<file path="src/rtl/lir_pkg.sv">
// Package of the linear-interpolation resampler: widths, limits, transaction types.
// Depends on nothing; imported by every module of the block.
`default_nettype none

package lir_pkg;

  localparam int unsigned SAMPLE_W        = 16;
  localparam int unsigned RUN_W           = 17;
  localparam int unsigned RATE_W          = 18;
  localparam int unsigned POS_W           = 34;
  localparam int unsigned MAX_RUN_SAMPLES = 65536;
  localparam int unsigned MAX_UPSAMPLE    = 8;
  localparam int unsigned CNT_W           = $clog2(MAX_UPSAMPLE + 1);
  localparam int unsigned DIV_W           = POS_W;
  localparam int unsigned DIV_STEP_W      = $clog2(DIV_W + 1);
  localparam int unsigned ACC_W           = SAMPLE_W + RATE_W + 1;
  localparam int unsigned QUEUE_DEPTH     = 2;
  localparam int unsigned QPTR_W          = $clog2(QUEUE_DEPTH);
  localparam int unsigned QCNT_W          = $clog2(QUEUE_DEPTH + 1);

  localparam logic [RATE_W-1:0] RATE_RESET = RATE_W'(48000);
  localparam logic signed [SAMPLE_W-1:0] SAMPLE_MAX = {1'b0, {(SAMPLE_W-1){1'b1}}};
  localparam logic signed [SAMPLE_W-1:0] SAMPLE_MIN = {1'b1, {(SAMPLE_W-1){1'b0}}};

  typedef enum logic {
    REG_SOURCE_RATE = 1'b0,
    REG_TARGET_RATE = 1'b1
  } cfg_reg_e;

  typedef struct packed {
    logic                start;
    logic [DIV_W-1:0]    dividend;
    logic [RATE_W-1:0]   divisor;
  } div_req_t;

  typedef struct packed {
    logic                done;
    logic [DIV_W-1:0]    quotient;
    logic [RATE_W-1:0]   remainder;
  } div_rsp_t;

  // One classified input item, as handed from the front end to the back end.
  typedef struct packed {
    logic signed [SAMPLE_W-1:0] prev_sample;
    logic signed [SAMPLE_W-1:0] sample;
    logic [POS_W-1:0]           start_pos;
    logic [POS_W-1:0]           left_pos;
    logic [CNT_W-1:0]           span1_cnt;
    logic [CNT_W-1:0]           span2_cnt;
    logic                       cut;
  } entry_t;

  // A rate of zero behaves as a rate of one.
  function automatic logic [RATE_W-1:0] eff_rate(input logic [RATE_W-1:0] rate);
    eff_rate = (rate == '0) ? RATE_W'(1) : rate;
  endfunction

  // Number of outputs kept in one span, limited to MAX_UPSAMPLE.
  function automatic logic [CNT_W-1:0] cap_count(input logic [DIV_W:0] m);
    cap_count = (m > (DIV_W+1)'(MAX_UPSAMPLE)) ? CNT_W'(MAX_UPSAMPLE) : m[CNT_W-1:0];
  endfunction

  function automatic logic over_limit(input logic [DIV_W:0] m);
    over_limit = (m > (DIV_W+1)'(MAX_UPSAMPLE));
  endfunction

endpackage

`default_nettype wire

</file>
<file path="src/rtl/lir_div.sv">
// Serial restoring divider, one quotient bit per cycle, unsigned operands.
// Depends on lir_pkg for widths and the request/response structs.
`default_nettype none

module lir_div import lir_pkg::*; (
  input  logic     clk_i,
  input  logic     rst_ni,
  input  div_req_t req_i,
  output div_rsp_t rsp_o
);

  logic [DIV_W-1:0]      quo_q, quo_d;
  logic [RATE_W-1:0]     rem_q, rem_d;
  logic [RATE_W-1:0]     dvs_q, dvs_d;
  logic [DIV_STEP_W-1:0] step_q, step_d;
  logic                  busy_q, busy_d;
  logic                  done_q, done_d;
  logic [RATE_W:0]       trial;
  logic [RATE_W:0]       diff;

  always_comb begin
    trial  = {rem_q, quo_q[DIV_W-1]};
    diff   = trial - {1'b0, dvs_q};
    quo_d  = quo_q;
    rem_d  = rem_q;
    dvs_d  = dvs_q;
    step_d = step_q;
    busy_d = busy_q;
    done_d = 1'b0;
    if (req_i.start) begin
      quo_d  = req_i.dividend;
      rem_d  = '0;
      dvs_d  = req_i.divisor;
      step_d = DIV_STEP_W'(DIV_W);
      busy_d = 1'b1;
    end else if (busy_q) begin
      if (trial >= {1'b0, dvs_q}) begin
        rem_d = diff[RATE_W-1:0];
        quo_d = {quo_q[DIV_W-2:0], 1'b1};
      end else begin
        rem_d = trial[RATE_W-1:0];
        quo_d = {quo_q[DIV_W-2:0], 1'b0};
      end
      step_d = step_q - 1'b1;
      if (step_q == DIV_STEP_W'(1)) begin
        busy_d = 1'b0;
        done_d = 1'b1;
      end
    end
  end

  always_ff @(posedge clk_i or negedge rst_ni) begin
    if (!rst_ni) begin
      busy_q <= 1'b0;
      done_q <= 1'b0;
      step_q <= '0;
    end else begin
      busy_q <= busy_d;
      done_q <= done_d;
      step_q <= step_d;
    end
  end

  always_ff @(posedge clk_i) begin
    quo_q <= quo_d;
    rem_q <= rem_d;
    dvs_q <= dvs_d;
  end

  assign rsp_o.done      = done_q;
  assign rsp_o.quotient  = quo_q;
  assign rsp_o.remainder = rem_q;

endmodule

`default_nettype wire

</file>
<file path="src/rtl/lir_queue.sv">
// Short queue of classified items between the front end and the back end.
// Depends on lir_pkg for the entry type and the queue depth.
`default_nettype none

module lir_queue import lir_pkg::*; (
  input  logic   clk_i,
  input  logic   rst_ni,
  input  logic   push_i,
  input  entry_t entry_i,
  output logic   full_o,
  input  logic   pop_i,
  output entry_t entry_o,
  output logic   empty_o
);

  entry_t            slot_q [QUEUE_DEPTH];
  logic [QPTR_W-1:0] wr_ptr_q, wr_ptr_d;
  logic [QPTR_W-1:0] rd_ptr_q, rd_ptr_d;
  logic [QCNT_W-1:0] count_q, count_d;
  logic              do_push;
  logic              do_pop;

  assign full_o  = (count_q == QCNT_W'(QUEUE_DEPTH));
  assign empty_o = (count_q == '0);
  assign do_push = push_i && !full_o;
  assign do_pop  = pop_i && !empty_o;
  assign entry_o = slot_q[rd_ptr_q];

  always_comb begin
    wr_ptr_d = wr_ptr_q;
    rd_ptr_d = rd_ptr_q;
    count_d  = count_q;
    if (do_push) begin
      wr_ptr_d = (wr_ptr_q == QPTR_W'(QUEUE_DEPTH - 1)) ? '0 : wr_ptr_q + 1'b1;
    end
    if (do_pop) begin
      rd_ptr_d = (rd_ptr_q == QPTR_W'(QUEUE_DEPTH - 1)) ? '0 : rd_ptr_q + 1'b1;
    end
    if (do_push && !do_pop) begin
      count_d = count_q + 1'b1;
    end else if (do_pop && !do_push) begin
      count_d = count_q - 1'b1;
    end
  end

  always_ff @(posedge clk_i or negedge rst_ni) begin
    if (!rst_ni) begin
      wr_ptr_q <= '0;
      rd_ptr_q <= '0;
      count_q  <= '0;
    end else begin
      wr_ptr_q <= wr_ptr_d;
      rd_ptr_q <= rd_ptr_d;
      count_q  <= count_d;
    end
  end

  always_ff @(posedge clk_i) begin
    if (do_push) begin
      slot_q[wr_ptr_q] <= entry_i;
    end
  end

endmodule

`default_nettype wire

</file>
<file path="src/rtl/lir_front.sv">
// Front end: accepts input samples, tracks run positions and sizes both output spans.
// Depends on lir_pkg; drives one lir_div instance and pushes into lir_queue.
`default_nettype none

module lir_front import lir_pkg::*; (
  input  logic                       clk_i,
  input  logic                       rst_ni,
  input  logic                       in_valid_i,
  output logic                       in_stall_o,
  input  logic signed [SAMPLE_W-1:0] pcm_sample_i,
  input  logic [RUN_W-1:0]           run_length_i,
  input  logic [RATE_W-1:0]          source_rate_i,
  input  logic [RATE_W-1:0]          target_rate_i,
  output div_req_t                   div_req_o,
  input  div_rsp_t                   div_rsp_i,
  output logic                       push_o,
  output entry_t                     entry_o,
  input  logic                       full_i
);

  typedef enum logic [7:0] {
    F_IDLE = 8'b0000_0001,
    F_PREP = 8'b0000_0010,
    F_CHK  = 8'b0000_0100,
    F_D2   = 8'b0000_1000,
    F_D1   = 8'b0001_0000,
    F_S2   = 8'b0010_0000,
    F_D3   = 8'b0100_0000,
    F_PUSH = 8'b1000_0000
  } front_state_e;

  front_state_e state_q, state_d;

  // Run state.
  logic signed [SAMPLE_W-1:0] prev_q, prev_d;
  logic [RUN_W-1:0]           seen_q, seen_d;
  logic [POS_W-1:0]           pos_q, pos_d;
  logic [POS_W-1:0]           kto_q, kto_d;

  // Per-item working registers.
  logic signed [SAMPLE_W-1:0] sample_q, sample_d;
  logic [RUN_W-1:0]           nrun_q, nrun_d;
  logic [POS_W-1:0]           nto_q, nto_d;
  logic                       last_q, last_d;
  logic [DIV_W-1:0]           q2_q, q2_d;
  logic [RATE_W-1:0]          r2_q, r2_d;
  logic [POS_W-1:0]           posw_q, posw_d;
  logic [CNT_W-1:0]           span1_q, span1_d;
  logic [CNT_W-1:0]           span2_q, span2_d;
  logic                       cut_q, cut_d;

  logic [RATE_W-1:0]       from_eff;
  logic [RATE_W-1:0]       to_eff;
  logic [RUN_W-1:0]        run_sat;
  logic [RUN_W+RATE_W-1:0] nto_full;
  logic [RUN_W:0]          seen_next;
  logic                    span1_on;
  logic                    r1_nz;
  logic [DIV_W:0]          c1;
  logic [DIV_W:0]          m1;
  logic                    take_c1;
  logic [POS_W-1:0]        pos_c1;
  logic [POS_W-1:0]        pos_c2;
  logic                    has_results;

  assign from_eff  = eff_rate(source_rate_i);
  assign to_eff    = eff_rate(target_rate_i);
  assign nto_full  = nrun_q * to_eff;
  assign seen_next = {1'b0, seen_q} + 1'b1;
  assign span1_on  = (seen_q != '0) && (pos_q < kto_q) && (pos_q <= nto_q);
  assign in_stall_o = (state_q != F_IDLE);

  always_comb begin
    if (run_length_i == '0) begin
      run_sat = RUN_W'(1);
    end else if (run_length_i > RUN_W'(MAX_RUN_SAMPLES)) begin
      run_sat = RUN_W'(MAX_RUN_SAMPLES);
    end else begin
      run_sat = run_length_i;
    end
  end

  // The first span ends either at the bound of the current sample or at the end of the
  // run; the position advance comes from the division remainders, not a product.
  assign r1_nz   = (div_rsp_i.remainder != '0);
  assign c1      = {1'b0, div_rsp_i.quotient} + {{DIV_W{1'b0}}, r1_nz};
  assign take_c1 = (c1 <= {1'b0, q2_q});
  assign m1      = take_c1 ? c1 : {1'b0, q2_q};
  assign pos_c1  = kto_q + POS_W'(r1_nz ? from_eff - div_rsp_i.remainder : '0);
  assign pos_c2  = nto_q - POS_W'(r2_q);
  assign has_results = (span1_q != '0) || (span2_q != '0);

  always_comb begin
    entry_o.prev_sample = prev_q;
    entry_o.sample      = sample_q;
    entry_o.start_pos   = pos_q;
    entry_o.left_pos    = (kto_q >= POS_W'(to_eff)) ? kto_q - POS_W'(to_eff) : '0;
    entry_o.span1_cnt   = span1_q;
    entry_o.span2_cnt   = span2_q;
    entry_o.cut         = cut_q;
  end

  always_comb begin
    state_d   = state_q;
    prev_d    = prev_q;
    seen_d    = seen_q;
    pos_d     = pos_q;
    kto_d     = kto_q;
    sample_d  = sample_q;
    nrun_d    = nrun_q;
    nto_d     = nto_q;
    last_d    = last_q;
    q2_d      = q2_q;
    r2_d      = r2_q;
    posw_d    = posw_q;
    span1_d   = span1_q;
    span2_d   = span2_q;
    cut_d     = cut_q;
    div_req_o = '0;
    push_o    = 1'b0;
    unique case (state_q)
      F_IDLE: begin
        if (in_valid_i) begin
          sample_d = pcm_sample_i;
          nrun_d   = run_sat;
          state_d  = F_PREP;
        end
      end
      F_PREP: begin
        nto_d   = nto_full[POS_W-1:0];
        last_d  = (seen_next >= {1'b0, nrun_q});
        state_d = F_CHK;
      end
      F_CHK: begin
        posw_d  = pos_q;
        span1_d = '0;
        span2_d = '0;
        cut_d   = 1'b0;
        if (span1_on) begin
          div_req_o.start    = 1'b1;
          div_req_o.dividend = nto_q - pos_q;
          div_req_o.divisor  = from_eff;
          state_d            = F_D2;
        end else begin
          state_d = F_S2;
        end
      end
      F_D2: begin
        if (div_rsp_i.done) begin
          q2_d               = div_rsp_i.quotient;
          r2_d               = div_rsp_i.remainder;
          div_req_o.start    = 1'b1;
          div_req_o.dividend = kto_q - pos_q;
          div_req_o.divisor  = from_eff;
          state_d            = F_D1;
        end
      end
      F_D1: begin
        if (div_rsp_i.done) begin
          posw_d  = take_c1 ? pos_c1 : pos_c2;
          span1_d = cap_count(m1);
          cut_d   = over_limit(m1);
          state_d = F_S2;
        end
      end
      F_S2: begin
        if (last_q && (posw_q <= nto_q)) begin
          div_req_o.start    = 1'b1;
          div_req_o.dividend = nto_q - posw_q;
          div_req_o.divisor  = from_eff;
          state_d            = F_D3;
        end else begin
          state_d = F_PUSH;
        end
      end
      F_D3: begin
        if (div_rsp_i.done) begin
          span2_d = cap_count({1'b0, div_rsp_i.quotient});
          cut_d   = cut_q | over_limit({1'b0, div_rsp_i.quotient});
          state_d = F_PUSH;
        end
      end
      F_PUSH: begin
        if (!has_results || !full_i) begin
          push_o = has_results;
          prev_d = sample_q;
          if (last_q) begin
            seen_d = '0;
            pos_d  = '0;
            kto_d  = '0;
          end else begin
            seen_d = seen_next[RUN_W-1:0];
            pos_d  = posw_q;
            kto_d  = kto_q + POS_W'(to_eff);
          end
          state_d = F_IDLE;
        end
      end
      default: begin
        state_d = F_IDLE;
      end
    endcase
  end

  always_ff @(posedge clk_i or negedge rst_ni) begin
    if (!rst_ni) begin
      state_q <= F_IDLE;
      prev_q  <= '0;
      seen_q  <= '0;
      pos_q   <= '0;
      kto_q   <= '0;
    end else begin
      state_q <= state_d;
      prev_q  <= prev_d;
      seen_q  <= seen_d;
      pos_q   <= pos_d;
      kto_q   <= kto_d;
    end
  end

  always_ff @(posedge clk_i) begin
    sample_q <= sample_d;
    nrun_q   <= nrun_d;
    nto_q    <= nto_d;
    last_q   <= last_d;
    q2_q     <= q2_d;
    r2_q     <= r2_d;
    posw_q   <= posw_d;
    span1_q  <= span1_d;
    span2_q  <= span2_d;
    cut_q    <= cut_d;
  end

endmodule

`default_nettype wire

</file>
<file path="src/rtl/lir_back.sv">
// Back end: turns queued items into interpolated samples and drives the result register.
// Depends on lir_pkg; pops lir_queue and drives its own lir_div instance.
`default_nettype none

module lir_back import lir_pkg::*; (
  input  logic                       clk_i,
  input  logic                       rst_ni,
  output logic                       pop_o,
  input  entry_t                     entry_i,
  input  logic                       empty_i,
  output div_req_t                   div_req_o,
  input  div_rsp_t                   div_rsp_i,
  input  logic [RATE_W-1:0]          source_rate_i,
  input  logic [RATE_W-1:0]          target_rate_i,
  output logic                       out_valid_o,
  input  logic                       out_stall_i,
  output logic signed [SAMPLE_W-1:0] out_sample_o,
  output logic                       out_group_end_o,
  output logic                       out_group_cut_o
);

  typedef enum logic [6:0] {
    B_IDLE = 7'b000_0001,
    B_WGT  = 7'b000_0010,
    B_MUL0 = 7'b000_0100,
    B_MUL1 = 7'b000_1000,
    B_ABS  = 7'b001_0000,
    B_DIV  = 7'b010_0000,
    B_OUT  = 7'b100_0000
  } back_state_e;

  back_state_e state_q, state_d;

  entry_t                     ent_q, ent_d;
  logic [POS_W-1:0]           p_q, p_d;
  logic [CNT_W-1:0]           cnt1_q, cnt1_d;
  logic [CNT_W-1:0]           cnt2_q, cnt2_d;
  logic [RATE_W-1:0]          w0_q, w0_d;
  logic [RATE_W-1:0]          w1_q, w1_d;
  logic signed [ACC_W-1:0]    acc_q, acc_d;
  logic                       neg_q, neg_d;
  logic signed [SAMPLE_W-1:0] res_q, res_d;

  logic                       out_valid_q, out_valid_d;
  logic signed [SAMPLE_W-1:0] out_sample_q, out_sample_d;
  logic                       out_end_q, out_end_d;
  logic                       out_cut_q, out_cut_d;

  logic [RATE_W-1:0]          from_eff;
  logic [RATE_W-1:0]          to_eff;
  logic [POS_W-1:0]           span_off;
  logic [POS_W-1:0]           rem_full;
  logic [RATE_W-1:0]          rem_w;
  logic signed [SAMPLE_W-1:0] mul_a;
  logic [RATE_W-1:0]          mul_b;
  logic signed [ACC_W-1:0]    prod;
  logic [ACC_W-1:0]           acc_mag;
  logic [DIV_W-1:0]           quo;
  logic [SAMPLE_W-1:0]        quo_lo;
  logic                       slot_free;
  logic                       in_span1;
  logic                       last_result;

  assign from_eff = eff_rate(source_rate_i);
  assign to_eff   = eff_rate(target_rate_i);

  // Distance of the output position from its left neighbour, clamped to [0, to].
  assign span_off = p_q - ent_q.left_pos;
  assign rem_full = (p_q > ent_q.left_pos) ? span_off : '0;
  assign rem_w    = (rem_full > POS_W'(to_eff)) ? to_eff : rem_full[RATE_W-1:0];

  // One shared multiplier; the two weighted terms are added in the states B_MUL0 and B_MUL1.
  assign mul_a = (state_q == B_MUL0) ? ent_q.prev_sample : ent_q.sample;
  assign mul_b = (state_q == B_MUL0) ? w0_q : w1_q;
  assign prod  = mul_a * $signed({1'b0, mul_b});

  assign acc_mag = acc_q[ACC_W-1] ? ACC_W'(-acc_q) : acc_q;
  assign quo     = div_rsp_i.quotient;
  assign quo_lo  = quo[SAMPLE_W-1:0];

  assign slot_free   = !out_valid_q || !out_stall_i;
  assign in_span1    = (cnt1_q != '0);
  assign last_result = (({1'b0, cnt1_q} + {1'b0, cnt2_q}) == (CNT_W+1)'(1));

  always_comb begin
    state_d      = state_q;
    ent_d        = ent_q;
    p_d          = p_q;
    cnt1_d       = cnt1_q;
    cnt2_d       = cnt2_q;
    w0_d         = w0_q;
    w1_d         = w1_q;
    acc_d        = acc_q;
    neg_d        = neg_q;
    res_d        = res_q;
    out_sample_d = out_sample_q;
    out_end_d    = out_end_q;
    out_cut_d    = out_cut_q;
    out_valid_d  = out_valid_q && out_stall_i;
    div_req_o    = '0;
    pop_o        = 1'b0;
    unique case (state_q)
      B_IDLE: begin
        if (!empty_i) begin
          pop_o   = 1'b1;
          ent_d   = entry_i;
          p_d     = entry_i.start_pos;
          cnt1_d  = entry_i.span1_cnt;
          cnt2_d  = entry_i.span2_cnt;
          state_d = (entry_i.span1_cnt != '0) ? B_WGT : B_OUT;
        end
      end
      B_WGT: begin
        w1_d    = rem_w;
        w0_d    = to_eff - rem_w;
        state_d = B_MUL0;
      end
      B_MUL0: begin
        acc_d   = prod;
        state_d = B_MUL1;
      end
      B_MUL1: begin
        acc_d   = acc_q + prod;
        state_d = B_ABS;
      end
      B_ABS: begin
        div_req_o.start    = 1'b1;
        div_req_o.dividend = acc_mag[DIV_W-1:0];
        div_req_o.divisor  = to_eff;
        neg_d              = acc_q[ACC_W-1];
        state_d            = B_DIV;
      end
      B_DIV: begin
        if (div_rsp_i.done) begin
          // Quotient of the magnitude, so the sign restores truncation toward zero.
          if (neg_q) begin
            res_d = (quo > DIV_W'(SAMPLE_MAX) + 1'b1) ? SAMPLE_MIN : $signed(-quo_lo);
          end else begin
            res_d = (quo > DIV_W'(SAMPLE_MAX)) ? SAMPLE_MAX : $signed(quo_lo);
          end
          state_d = B_OUT;
        end
      end
      B_OUT: begin
        if (slot_free) begin
          out_valid_d  = 1'b1;
          out_sample_d = in_span1 ? res_q : ent_q.sample;
          out_end_d    = last_result;
          out_cut_d    = ent_q.cut;
          if (in_span1) begin
            cnt1_d = cnt1_q - 1'b1;
            if (cnt1_q != CNT_W'(1)) begin
              p_d     = p_q + POS_W'(from_eff);
              state_d = B_WGT;
            end else if (cnt2_q != '0) begin
              state_d = B_OUT;
            end else begin
              state_d = B_IDLE;
            end
          end else begin
            cnt2_d  = cnt2_q - 1'b1;
            state_d = (cnt2_q != CNT_W'(1)) ? B_OUT : B_IDLE;
          end
        end
      end
      default: begin
        state_d = B_IDLE;
      end
    endcase
  end

  always_ff @(posedge clk_i or negedge rst_ni) begin
    if (!rst_ni) begin
      state_q     <= B_IDLE;
      out_valid_q <= 1'b0;
      cnt1_q      <= '0;
      cnt2_q      <= '0;
    end else begin
      state_q     <= state_d;
      out_valid_q <= out_valid_d;
      cnt1_q      <= cnt1_d;
      cnt2_q      <= cnt2_d;
    end
  end

  always_ff @(posedge clk_i) begin
    ent_q        <= ent_d;
    p_q          <= p_d;
    w0_q         <= w0_d;
    w1_q         <= w1_d;
    acc_q        <= acc_d;
    neg_q        <= neg_d;
    res_q        <= res_d;
    out_sample_q <= out_sample_d;
    out_end_q    <= out_end_d;
    out_cut_q    <= out_cut_d;
  end

  assign out_valid_o     = out_valid_q;
  assign out_sample_o    = out_sample_q;
  assign out_group_end_o = out_end_q;
  assign out_group_cut_o = out_cut_q;

endmodule

`default_nettype wire

</file>
<file path="src/rtl/linear_interp_resampler.sv">
// Top level of the linear-interpolation sample-rate converter for 16-bit mono PCM.
// Depends on lir_pkg, lir_div, lir_queue, lir_front and lir_back.
//
// Usage: each input transaction (in_valid_i high, in_stall_o low at a clock edge) carries
// one signed sample and the length of its run. Output transactions (out_valid_o high,
// out_stall_i low) carry the interpolated samples that the input makes due, with
// out_group_end_o on the last one of that input and out_group_cut_o on all of them when
// a span held more than the allowed number of outputs. An input may cause no output.
// The user must write the rates on the cfg_we_i/cfg_index_i/cfg_data_i port only while
// the block is idle, which the block does not enforce; a rate of zero acts as one.
// The front end sizes the spans with a bit-serial divider, and an item needs no
// division or up to three. Each interpolated output of the back end waits on its own
// serial division by the target rate; an output that repeats the run's last sample
// needs no division. A two-entry queue lets the front end classify the next item
// while the back end is still emitting.
// Reset clears the rates to 48000 and the run state to zero; the queue and the result
// register come up empty. A stalled receiver holds the result register, then the back
// end, then the queue and finally the input through in_stall_o; nothing is dropped.
`default_nettype none

module linear_interp_resampler import lir_pkg::*; (
  input  logic                       clk_i,
  input  logic                       rst_ni,
  input  logic                       in_valid_i,
  output logic                       in_stall_o,
  input  logic signed [SAMPLE_W-1:0] pcm_sample_i,
  input  logic [RUN_W-1:0]           run_length_i,
  output logic                       out_valid_o,
  input  logic                       out_stall_i,
  output logic signed [SAMPLE_W-1:0] out_sample_o,
  output logic                       out_group_end_o,
  output logic                       out_group_cut_o,
  input  logic                       cfg_we_i,
  input  logic                       cfg_index_i,
  input  logic [RATE_W-1:0]          cfg_data_i
);

  // Rate registers. The back end reads them live, which is safe only if the user
  // changes them while no transaction is in flight; the block does not enforce this.
  logic [RATE_W-1:0] source_rate_q, source_rate_d;
  logic [RATE_W-1:0] target_rate_q, target_rate_d;

  div_req_t front_div_req;
  div_rsp_t front_div_rsp;
  div_req_t back_div_req;
  div_rsp_t back_div_rsp;
  logic     push;
  entry_t   push_entry;
  logic     queue_full;
  logic     pop;
  entry_t   head_entry;
  logic     queue_empty;

  always_comb begin
    source_rate_d = source_rate_q;
    target_rate_d = target_rate_q;
    if (cfg_we_i) begin
      unique case (cfg_reg_e'(cfg_index_i))
        REG_SOURCE_RATE: source_rate_d = cfg_data_i;
        REG_TARGET_RATE: target_rate_d = cfg_data_i;
        default: begin
          source_rate_d = source_rate_q;
        end
      endcase
    end
  end

  always_ff @(posedge clk_i or negedge rst_ni) begin
    if (!rst_ni) begin
      source_rate_q <= RATE_RESET;
      target_rate_q <= RATE_RESET;
    end else begin
      source_rate_q <= source_rate_d;
      target_rate_q <= target_rate_d;
    end
  end

  // Front end: input handshake, run bookkeeping and span sizing.
  lir_front u_front (
    .clk_i         (clk_i),
    .rst_ni        (rst_ni),
    .in_valid_i    (in_valid_i),
    .in_stall_o    (in_stall_o),
    .pcm_sample_i  (pcm_sample_i),
    .run_length_i  (run_length_i),
    .source_rate_i (source_rate_q),
    .target_rate_i (target_rate_q),
    .div_req_o     (front_div_req),
    .div_rsp_i     (front_div_rsp),
    .push_o        (push),
    .entry_o       (push_entry),
    .full_i        (queue_full)
  );

  lir_div u_front_div (
    .clk_i  (clk_i),
    .rst_ni (rst_ni),
    .req_i  (front_div_req),
    .rsp_o  (front_div_rsp)
  );

  lir_queue u_queue (
    .clk_i   (clk_i),
    .rst_ni  (rst_ni),
    .push_i  (push),
    .entry_i (push_entry),
    .full_o  (queue_full),
    .pop_i   (pop),
    .entry_o (head_entry),
    .empty_o (queue_empty)
  );

  // Back end: interpolation, division by the target rate and the result register.
  lir_back u_back (
    .clk_i           (clk_i),
    .rst_ni          (rst_ni),
    .pop_o           (pop),
    .entry_i         (head_entry),
    .empty_i         (queue_empty),
    .div_req_o       (back_div_req),
    .div_rsp_i       (back_div_rsp),
    .source_rate_i   (source_rate_q),
    .target_rate_i   (target_rate_q),
    .out_valid_o     (out_valid_o),
    .out_stall_i     (out_stall_i),
    .out_sample_o    (out_sample_o),
    .out_group_end_o (out_group_end_o),
    .out_group_cut_o (out_group_cut_o)
  );

  lir_div u_back_div (
    .clk_i  (clk_i),
    .rst_ni (rst_ni),
    .req_i  (back_div_req),
    .rsp_o  (back_div_rsp)
  );

endmodule

`default_nettype wire

</file>
<file path="config.mk">
export PLATFORM = sky130hd
export DESIGN_NAME = linear_interp_resampler
export DESIGN_NICKNAME = d
export VERILOG_FILES = /design/src/rtl/lir_pkg.sv /design/src/rtl/lir_div.sv /design/src/rtl/lir_queue.sv /design/src/rtl/lir_front.sv /design/src/rtl/lir_back.sv /design/src/rtl/linear_interp_resampler.sv
export SDC_FILE = /design/constraint.sdc
export NUM_CORES = 2
export LEC_CHECK = 0
export BUFFER_PORTS_ARGS = -buffer_cell sky130_fd_sc_hd__buf_2
export CAP_MARGIN = 20
export CORE_MARGIN = 4
export CORE_UTILIZATION = 35
export CTS_CLUSTER_DIAMETER = 40
export DETAILED_ROUTE_END_ITERATION = 8
export MAX_ROUTING_LAYER = met4
export PLACE_DENSITY = 0.55
export SETUP_SLACK_MARGIN = 0.05
export SLEW_MARGIN = 20
export SYNTH_ARGS = -nofsm -noshare
export SYNTH_HDL_FRONTEND = slang
export SYNTH_HIERARCHICAL = 1
export SYNTH_SLANG_ARGS = --single-unit
</file>
<file path="constraint.sdc">
create_clock -name clk_i -period 26.5 [get_ports clk_i]
set_input_delay 7.95 -clock clk_i [delete_from_list [all_inputs] [get_ports clk_i]]
set_output_delay 7.95 -clock clk_i [all_outputs]
set_load 0.05 [all_outputs]
</file>
==> results.json <==
{
  "status": "complete, no violations",
  "drt-total-wl_um": 272200,
  "drive_gt1_share_pct": 10.63,
  "synth.distinct_cells": 102,
  "drv_cap": 0,
  "clockBufferDepth": 3,
  "final_max_slew_viol_count": 0,
  "cp_slowest_cell": "mux2i_1",
  "start_kind": "register",
  "synth_top_area_share_pct": 26.31,
  "tightest_slew_ps": 1136,
  "synth_seq_cells": 909,
  "final_cell_mix": "inv_1, nand2_1, nor2_1, edfxtp_1, ha_1",
  "holdCritPathClass": "reg -> reg",
  "required_ps": 27060,
  "clock_sinks": 909,
  "grt_overflow_total": 0,
  "nets": 9515,
  "cp_max_fo": 61,
  "maxSlewHeadroom_pct": 22.10,
  "syn2layout_area_growth_pct": 12.90,
  "fp.dieH_um": 483.0,
  "drc": 0,
  "insertion_delay_ps": 820,
  "ctsResizeCount": 0,
  "core_mm2": 0.2247,
  "mappedNetlistArea_mm2": 0.07898,
  "hold_buffers": 0,
  "path_class": "reg -> reg",
  "tritoncts": "done",
  "fmaxAchievable_ghz": 0.08415,
  "cts_setup_buffers": 0,
  "drt_first_pass_iters": 6,
  "nFillCells": 22150,
  "ys_seq_area_share_pct": 32.98,
  "num_rows": 174,
  "cts_buffers": 180,
  "synth_area_leaders": "edfxtp_1, fa_1, ha_1",
  "synth-edff-count": 692,
  "antenna_found_initial": 10,
  "crit_top_cell": "fa_1",
  "grt.total_usage_pct": 23.47,
  "io_pins": 77,
  "worstSetupEndpoint": "u_back/acc_q[34]$_DFFE_PP_",
  "vias_per_cell": 5.458,
  "max_stage_delay_ps": 900,
  "postSynthAreaPerCell_um2": 9.554,
  "netlist_instances": 8266,
  "rr_worst_depth": 38,
  "rrSetupSlack_ps": 14620,
  "finalSetupTns_ps": 0,
  "start_util_pct": 35.15,
  "syn_nets": 9471,
  "drt_iter0_markers": 5384,
  "synth.largest_area_cell": "edfxtp_1",
  "grt_pass1_vias": 61830,
  "cts_root_buf": "clkbuf_16",
  "multi_input_area_mm2": 0.04783,
  "ant_nets": 0,
  "dpl.hpwl_um": 213200,
  "async_flop_share_pct": 19.91,
  "grt_pass1_wl_um": 405400,
  "critPathLaunch": "u_back/state_q[3]$_DFFE_PN0P_",
  "fin_crit_ps": 11880,
  "hold_viol": 0,
  "skew_ps": 38.82,
  "grt_max_degree": 117,
  "setup_viol": 0,
  "dieWidth_um": 483.0,
  "seqCellArea_mm2": 0.02605,
  "r2r_end": "u_back/acc_q[34]$_DFFE_PP_",
  "timing.rr.start": "u_back/state_q[3]$_DFFE_PN0P_",
  "cts_htree_levels": 4,
  "yosysWarnings": 6,
  "gp_congestion": 0.9849,
  "endpoint_kind": "register",
  "port_buffers": 76,
  "vias": 62590,
  "cp.arrival_ps": 12440,
  "layout_commonest_cell": "inv_1",
  "clkTransAtPathRegs_ps": 60,
  "dominantRegCellSynth": "edfxtp_1",
  "min_period_over_period_pct": 44.84,
  "grt_setup_unrepaired": "no",
  "post_drt_wl_per_cell_um": 23.73,
  "die_area_mm2": 0.2333
}
## how the worst min path moves through the flow
stage,cells past startpoint,slack (ps),endpoint,startpoint
floorplan,0,400,u_back/out_group_cut_o$_DFFE_PP_,u_back/ent_q[0]$_DFFE_PP_
global placement,0,440,u_back/out_group_cut_o$_DFFE_PP_,u_back/ent_q[0]$_DFFE_PP_
detailed placement,0,440,u_back/out_group_cut_o$_DFFE_PP_,u_back/ent_q[0]$_DFFE_PP_
CTS,0,450,u_back/out_group_cut_o$_DFFE_PP_,u_back/ent_q[0]$_DFFE_PP_
global route,0,460,u_back/out_group_cut_o$_DFFE_PP_,u_back/ent_q[0]$_DFFE_PP_
finish,0,460,u_back/out_group_cut_o$_DFFE_PP_,u_back/ent_q[0]$_DFFE_PP_
## Yosys cell counts (all sizes together) (22+ instances only)
library cell and count:
inv 1002, nand2 859, nor2 719, edfxtp 692
ha 673, fa 475, o21ai 379, a21oi 342
clkbuf 278, mux2 265, xnor2 265, xor2 178
dfrtp 165, a21o 158, nor3 132, nand3 131
and2 93, a211oi 90, o31ai 87, nor4 81
and3 76, nand4 75, or3 74, mux2i 66
nand2b 62, nor2b 61, o21a 58, buf 56
o21bai 53, a31oi 52, dfxtp 36, a311oi 28
o221ai 28, o211ai 26, or2 26, or4 26
a22oi 22, nor4b 22
## through the flow
stage	hold slack (ps)	instance area, um2	instances	setup WS [ps]	util [%]
CTS	453.3	89120	11460	14620	39.67
finish	458.1	89160	11470	14620	39.69
detailed placement	439.8	82730	11120	14580	36.82
floorplan	400.3	78980	8266	15810	-
global route	461.4	89150	11460	13940	39.68
global placement	441.4	82720	11120	14680	36.82
## layer usage
metal  vias to the layer above  share of wire [%]  track usage [%]
met5                         -                  0                -
met4                         0                4.4            9.620
met3                       462                6.3            3.692
met2                      2073                 44            35.31
met1                     31140                 45            31.57
li1                      28920                  -                -
## cells by family after synthesis
family	count (synthesis)	share of synthesized area, %
XOR/XNOR	443	4.913
adder cells (fa/ha/maj)	1148	22.70
AND/OR/NAND/NOR	2525	15.06
flip-flops	909	32.98
buffers and inverters	1347	6.649
AO/OA/AOI/OAI	1563	13.03
multiplexers	331	4.662
## state kept, by name (all words and copies together), names as in the netlist, 17 cells and up
name,count
u_back_div/dvs_q,18
target_rate_q,18
u_front/posw_q,34
u_front/seen_q,17
u_back/w0_q,18
u_front/nto_q,34
u_front/q2_q,34
u_front_div/dvs_q,18
u_back/acc_q,35
u_front/pos_q,34
u_front_div/rem_q,18
u_back_div/rem_q,18
u_back/ent_q,67
u_queue/slot_q,218
u_front/nrun_q,17
u_back/w1_q,18
u_back_div/quo_q,34
u_back/p_q,34
u_front_div/quo_q,34
u_front/kto_q,34
u_front/r2_q,18
source_rate_q,18
## critical path: cells and delay by family (launching register included)
family / cells / cell delay (ps)
flip-flops: 1 / 390
AND/OR/NAND/NOR: 9 / 2650
multiplexers: 1 / 900
adder cells (fa/ha/maj): 8 / 3510
XOR/XNOR: 2 / 300
AO/OA/AOI/OAI: 13 / 2850
buffers and inverters: 5 / 990
## final cells by class
type | instances | share of cell area (%)
clock buffer | 214 | 5.449
timing repair buffer | 196 | 1.476
multi-input combinational | 6010 | 53.64
antenna | 10 | 0.02807
inverter | 1013 | 4.264
clock inverter | 123 | 1.722
tap | 2992 | 4.199
sequential | 909 | 29.22
Power is left out: the tool's default activity adds up to more than one toggle a clock period on the data nets, which glitch-free logic cannot reach.
